===== src/sv/sample_window_sum_minmax_defines.svh =====
// assertion macros used by the sample window datapath
`ifndef SAMPLE_WINDOW_SUM_MINMAX_DEFINES_SVH
`define SAMPLE_WINDOW_SUM_MINMAX_DEFINES_SVH

// condition that must hold on every enabled clock
`define SWS_ASSERT_ALW(lbl, cond, msg) \
  lbl: assert property (@(posedge clk) disable iff (!rst_n) (cond)) else $error(msg);

// same-cycle implication
`define SWS_ASSERT_IMP(lbl, ante, cons, msg) \
  lbl: assert property (@(posedge clk) disable iff (!rst_n) (ante) |-> (cons)) \
    else $error(msg);

// next-cycle implication
`define SWS_ASSERT_NXT(lbl, ante, cons, msg) \
  lbl: assert property (@(posedge clk) disable iff (!rst_n) (ante) |=> (cons)) \
    else $error(msg);

`endif


===== src/sv/sws_pkg.sv =====
// types and constants shared by the sample window sum / min-max blocks
package sws_pkg;

  localparam int SAMPLE_W = 16;
  localparam int SUM_W    = 24;
  localparam int CNT_W    = 8;
  localparam int WS_W     = 8;

  localparam logic [WS_W-1:0]            WS_RESET   = 8'd128;
  localparam logic signed [SAMPLE_W-1:0] SAMPLE_MIN = 16'sh8000;
  localparam logic signed [SAMPLE_W-1:0] SAMPLE_MAX = 16'sh7FFF;

  localparam logic OP_PUSH  = 1'b0;
  localparam logic OP_QUERY = 1'b1;

  typedef struct packed {
    logic                       op;
    logic signed [SAMPLE_W-1:0] sample;
    logic [CNT_W-1:0]           head_lag;
    logic [CNT_W-1:0]           show_max;
    logic [CNT_W-1:0]           show_min;
  } in_item_t;

  typedef struct packed {
    logic signed [SUM_W-1:0]    running_sum;
    logic [CNT_W-1:0]           fill_count;
    logic signed [SAMPLE_W-1:0] window_max;
    logic signed [SAMPLE_W-1:0] window_min;
    logic [CNT_W-1:0]           scanned_count;
  } out_item_t;

  // controller to datapath
  typedef struct packed {
    logic load_item;
    logic push_start;
    logic push_commit;
    logic q_calc;
    logic scan_issue;
    logic query_out;
  } dp_cmd_t;

  // datapath to controller
  typedef struct packed {
    logic in_is_query;
    logic out_free;
    logic count_zero;
    logic scan_last;
  } dp_sts_t;

endpackage


===== src/sv/sws_ctrl.sv =====
// control state machine: sequences push, query setup, scan and result hand-off
module sws_ctrl (
  input  logic             clk,
  input  logic             rst_n,
  input  logic             in_valid,
  output logic             in_ready,
  input  sws_pkg::dp_sts_t sts,
  output sws_pkg::dp_cmd_t cmd
);
  import sws_pkg::*;

  typedef enum logic [5:0] {
    ST_IDLE   = 6'b000001,
    ST_PUSH   = 6'b000010,
    ST_QCALC  = 6'b000100,
    ST_SCAN   = 6'b001000,
    ST_DRAIN  = 6'b010000,
    ST_FINISH = 6'b100000
  } state_t;

  state_t state_r, state_nxt;

  always_comb begin
    state_nxt = state_r;
    cmd       = '0;
    in_ready  = 1'b0;
    case (state_r)
      ST_IDLE: begin
        in_ready = 1'b1;
        if (in_valid) begin
          cmd.load_item = 1'b1;
          if (sts.in_is_query) begin
            state_nxt = ST_QCALC;
          end else begin
            cmd.push_start = 1'b1;
            state_nxt      = ST_PUSH;
          end
        end
      end
      ST_PUSH: begin
        if (sts.out_free) begin
          cmd.push_commit = 1'b1;
          state_nxt       = ST_IDLE;
        end
      end
      ST_QCALC: begin
        cmd.q_calc = 1'b1;
        state_nxt  = sts.count_zero ? ST_FINISH : ST_SCAN;
      end
      ST_SCAN: begin
        cmd.scan_issue = 1'b1;
        if (sts.scan_last) begin
          state_nxt = ST_DRAIN;
        end
      end
      ST_DRAIN: begin
        state_nxt = ST_FINISH;
      end
      ST_FINISH: begin
        if (sts.out_free) begin
          cmd.query_out = 1'b1;
          state_nxt     = ST_IDLE;
        end
      end
      default: begin
        state_nxt = ST_IDLE;
      end
    endcase
  end

  always_ff @(posedge clk) begin
    if (!rst_n) begin
      state_r <= ST_IDLE;
    end else begin
      state_r <= state_nxt;
    end
  end

endmodule


===== config.mk =====
export PLATFORM = sky130hd
export DESIGN_NAME = sws_ctrl
export DESIGN_NICKNAME = d
export VERILOG_FILES = /design/src/sv/sample_window_sum_minmax_defines.svh /design/src/sv/sws_pkg.sv /design/src/sv/sws_ctrl.sv
export SDC_FILE = /design/constraint.sdc
export NUM_CORES = 1
export LEC_CHECK = 0
export ABC_AREA = 1
export BUFFER_PORTS_ARGS = -buffer_cell sky130_fd_sc_hd__buf_2
export CAP_MARGIN = 15
export CORE_AREA = 3 3 40 42
export CTS_BUF_LIST = sky130_fd_sc_hd__clkbuf_8
export DETAILED_ROUTE_END_ITERATION = 7
export DIE_AREA = 0 0 43 45
export PLACE_DENSITY_LB_ADDON = 0.05
export SLEW_MARGIN = 20
export SYNTH_ARGS = -nofsm -noshare
export SYNTH_HDL_FRONTEND = slang
export SYNTH_SLANG_ARGS = --single-unit

===== constraint.sdc =====
create_clock -name clk -period 1.9 [get_ports clk]
set_input_delay 0.285 -clock clk [delete_from_list [all_inputs] [get_ports clk]]
set_output_delay 0.285 -clock clk [all_outputs]
set_load 0.05 [all_outputs]

### Word level (Yosys, flattened, before mapping)

Cells that the tools add are included.

| cells by class | value |
|---|---|
| equal/unequal tests | 9 |
| mux-type cells | 15 |
| reduce and logical (&&, ||, !) cells | 2 |

Operators by type and width:

| operator | count |
|---|---|
| case mux 6 bit (5 select lines) | 1 |
| 2-to-1 mux 6 bit | 4 |
| 2-to-1 mux 1 bit | 7 |
| equality test 6 x 1 -> 1 bit (second input constant) | 1 |
| equality test 6 x 2 -> 1 bit (second input constant) | 1 |
| equality test 6 x 3 -> 1 bit (second input constant) | 1 |
| equality test 6 x 4 -> 1 bit (second input constant) | 1 |
| equality test 6 x 5 -> 1 bit (second input constant) | 1 |
| equality test 6 bit (second input constant) | 1 |
| 2-to-1 mux 2 bit | 2 |
| inequality test 2 bit (second input constant) | 2 |
| 2-to-1 mux 3 bit | 1 |
| AND reduction 3 bit | 1 |
| inequality test 2 x 1 -> 1 bit (second input constant) | 1 |
| OR reduction 2 bit | 1 |

| word-level totals | value |
|---|---|
| flip-flop bits (word level) | 6 |
| input port bits | 7 |
| output and inout port bits | 7 |
| word-level logic and storage cells | 27 |

### Depth between registers and ports, before layout

| logic depth | value |
|---|---|
| depth in word-level cells | 4 |
| gate-level depth with buffers | 9 |
| depth with buffers taken out | 9 |

### Worst setup path after synthesis

No wires, ideal clock.

| path | value |
|---|---|
| path kind | reg-to-output |
| from | register state_r[5] |
| to | output cmd[4] (netlist bit) |
| arrival | 1661 ps |
| slack | -46 ps |
| cell stages (with the launch flop) | 4 |
| buffers on the path | 0 |
| cell sequence | dfxtp_1 -> nor2_4 -> nand3_2 -> nor3_1 |

RTL lines:

| item | RTL line | RTL |
|---|---|---|
| start, declared | sws_ctrl.sv:21 | `state_t state_r, state_nxt;` |
| start signal, assigned | sws_ctrl.sv:75 | `state_r <= state_nxt;` |
| end, declared | sws_ctrl.sv:8 | `output sws_pkg::dp_cmd_t cmd` |

### Worst setup path after layout

| path | value |
|---|---|
| from | register state_r[5] |
| to | output in_ready |

| on the way | value |
|---|---|
| word-level cells in the longest chain between the ends | 2 |

Ends and longest elaborated chain:

| item | RTL line | RTL |
|---|---|---|
| equality test 6 x 1 -> 1 bit | sws_ctrl.sv:27 | `case (state_r)` |
| 2-to-1 mux 1 bit | sws_ctrl.sv:27 |  |
| end, declared | sws_ctrl.sv:6 | `output logic in_ready,` |

Every way passes these cells.

==> metrics.csv <==
metric;value;unit
dp_cells;96;
grt_usage;0.118;
synth_cell_types;15;
place_area;510;um^2
path_class;register to primary output;
rsz0062_at_grt;no;
syn_nets;75;
cts-htree-levels;1;
synth-edff-count;0;
initial_utilization;0.328;
finalPower;0.883;mW
fin_area;552;um^2
synth.top_cell.area_share;0.285;
fin_skew;3.33;ps
nets;93;
synthTopCellsByArea;dfxtp_1 28%, inv_1 13%, nor2_1 11%;
dpl.hpwl;748;um
p_leak;0.327;nW
ios;14;
routabilityCongestion;0.780;
synth_area;422;um^2
ir_drop;0.932;mV
clock.fmax;630;MHz
worst_slew_pin_slew;252;ps
fp.dieW;43;um
post_route_cells_drive_above_1_share;0.345;
postSynthCellCount;68;
avgSynthCellArea;6.20;um^2
cts_buffers;3;
crit_required;1620;ps
crit_path_top_delay_cell;dfxtp_1;
die_area;1940;um^2
fillers;143;
largest-register;state_r;
critPathMaxFanout;6;
cts.sinks;6;
syn_to_final_growth;30.9;%
synth-seq-area-share;0.285;
cts_root_buf;clkbuf_8;
drtPass1Iterations;4;
largestRegisters;state_r (6);
wl_per_cell;9.25;um
yosysWarnings;0;
fin_cells;99;
multi_input_comb_area;246;um^2
grt_max_degree;7;
relSlewSlack;0.833;
max_cap_violations;0;
die_h;45;um
ff_latch_area;120;um^2
synth-main-ff-cell;dfxtp_1;
endpoint_kind;primary output;
antenna_found_initial;0;
synth_top_area_cell;dfxtp_1;
cts_tree;done;
clk_pin_slew_worst_paths;40;ps
yosysMostFrequentCell;inv_1;
hold_class;input port to register;
async_flop_share;0;
antenna_cells;0;
grt_pass1_wl;1660;um
overflow;0;
hold_buffers;0;
slew_violations;0;
worstPathCellList;nor2_4, nand3_2, inv_1, buf_2;
power.density;1600;nW/um^2
post-route-min-period;1590;ps
cp.arrival;1300;ps
outcome;completed;
slowest_delay;350;ps
setup_violations;0;
vias_per_cell;4.56;
ys_seq_elements;6;
grt_pass1_vias;416;
drc;0;
coreArea;1280;um^2
cts-resized-gates;0;
drtIter0Drc;7;
period_share;0.836;
clk_path_buf_depth;2;
row_count;13;
wirelength;916;um
largest_reg_flops;6;
hold_viol;0;
synthTopCellsByCount;15 x inv_1, 12 x nor2_1, 10 x nand2_1, 6 x dfxtp_1, 6 x nand3_1;
post_cts_buffers;0;
setup_tns;0;ps
clock_latency;230;ps
hold_ws;305;ps
antenna_left;0;
io_buffers;13;
vias;451;
start_kind;register;
[worst max-delay path, delay by kind of cell (launching register included)]
| kind | cells | cell delay, ps |
|---|---|---|
| buffers and inverters | 2 | 390 |
| flip-flops | 1 | 350 |
| AND/OR/NAND/NOR | 2 | 320 |
[cell usage in the layout, fill, tap and decap left out]
| master | instances |
|---|---|
| nor2_4 | 2 |
| nor2_1 | 12 |
| nand3_1 | 6 |
| buf_2 | 13 |
| clkbuf_8 | 3 |
| nand3_2 | 2 |
| nor3_1 | 2 |
| nand2_1 | 10 |
| inv_1 | 15 |
| nor3_2 | 1 |
| nor2_2 | 3 |
| a21oi_2 | 1 |
| nand4_1 | 2 |
| a21oi_1 | 1 |
| inv_2 | 1 |
| nand3b_1 | 1 |
| dfxtp_1 | 6 |
| nand2_2 | 3 |
[final cells by class]
cell class	instances	area share
Inverter	16	0.109
Multi-Input combinational cell	46	0.447
Sequential cell	6	0.218
Timing Repair Buffer	13	0.118
Tap cell	15	0.0340
Clock buffer	3	0.0748
[worst paths after layout]
kind | from | to | cells after the start | slack (ps)
setup reg to reg | state_r[5] | state_r[1] | 8 | 670
hold / removal | rst_n | state_r[0] | 2 | 300
setup / recovery | state_r[5] | in_ready | 4 | 310
hold reg to reg | state_r[5] | state_r[5] | 2 | 550
[power breakdown]
part / switching [mW] / internal [mW] / leakage, nW
combinational: 0.353 / 0.141 / 0.256
clock: 0.0566 / 0.136 / 0.0216
sequential: 0.0364 / 0.160 / 0.0491
total: 0.446 / 0.437 / 0.327
[per-stage QoR]
step                      setup slack (ps)  utilization
after floorplan                        342            -
after global placement                 552        0.397
after detailed placement               559        0.397
after CTS                              310        0.429
after global routing                   196        0.429
final                                  312        0.429
[cells by family (layout without fill, tap and decap cells)]
| kind of cell | after synthesis | count (layout) | synth area share |
|---|---|---|---|
| compound gates | 2 | 2 | 0.0326 |
| buf+inv | 16 | 32 | 0.142 |
| simple gates | 44 | 44 | 0.540 |
| flops | 6 | 6 | 0.285 |
[layer usage]
metal	routed length, um	part of all wire	GRT usage
met1	408	0.45	0.141
met2	398	0.43	0.174
met3	86	0.094	0.0279
met4	23	0.025	0.108
met5	0	0	0
(Power assumes the default switching activity.)
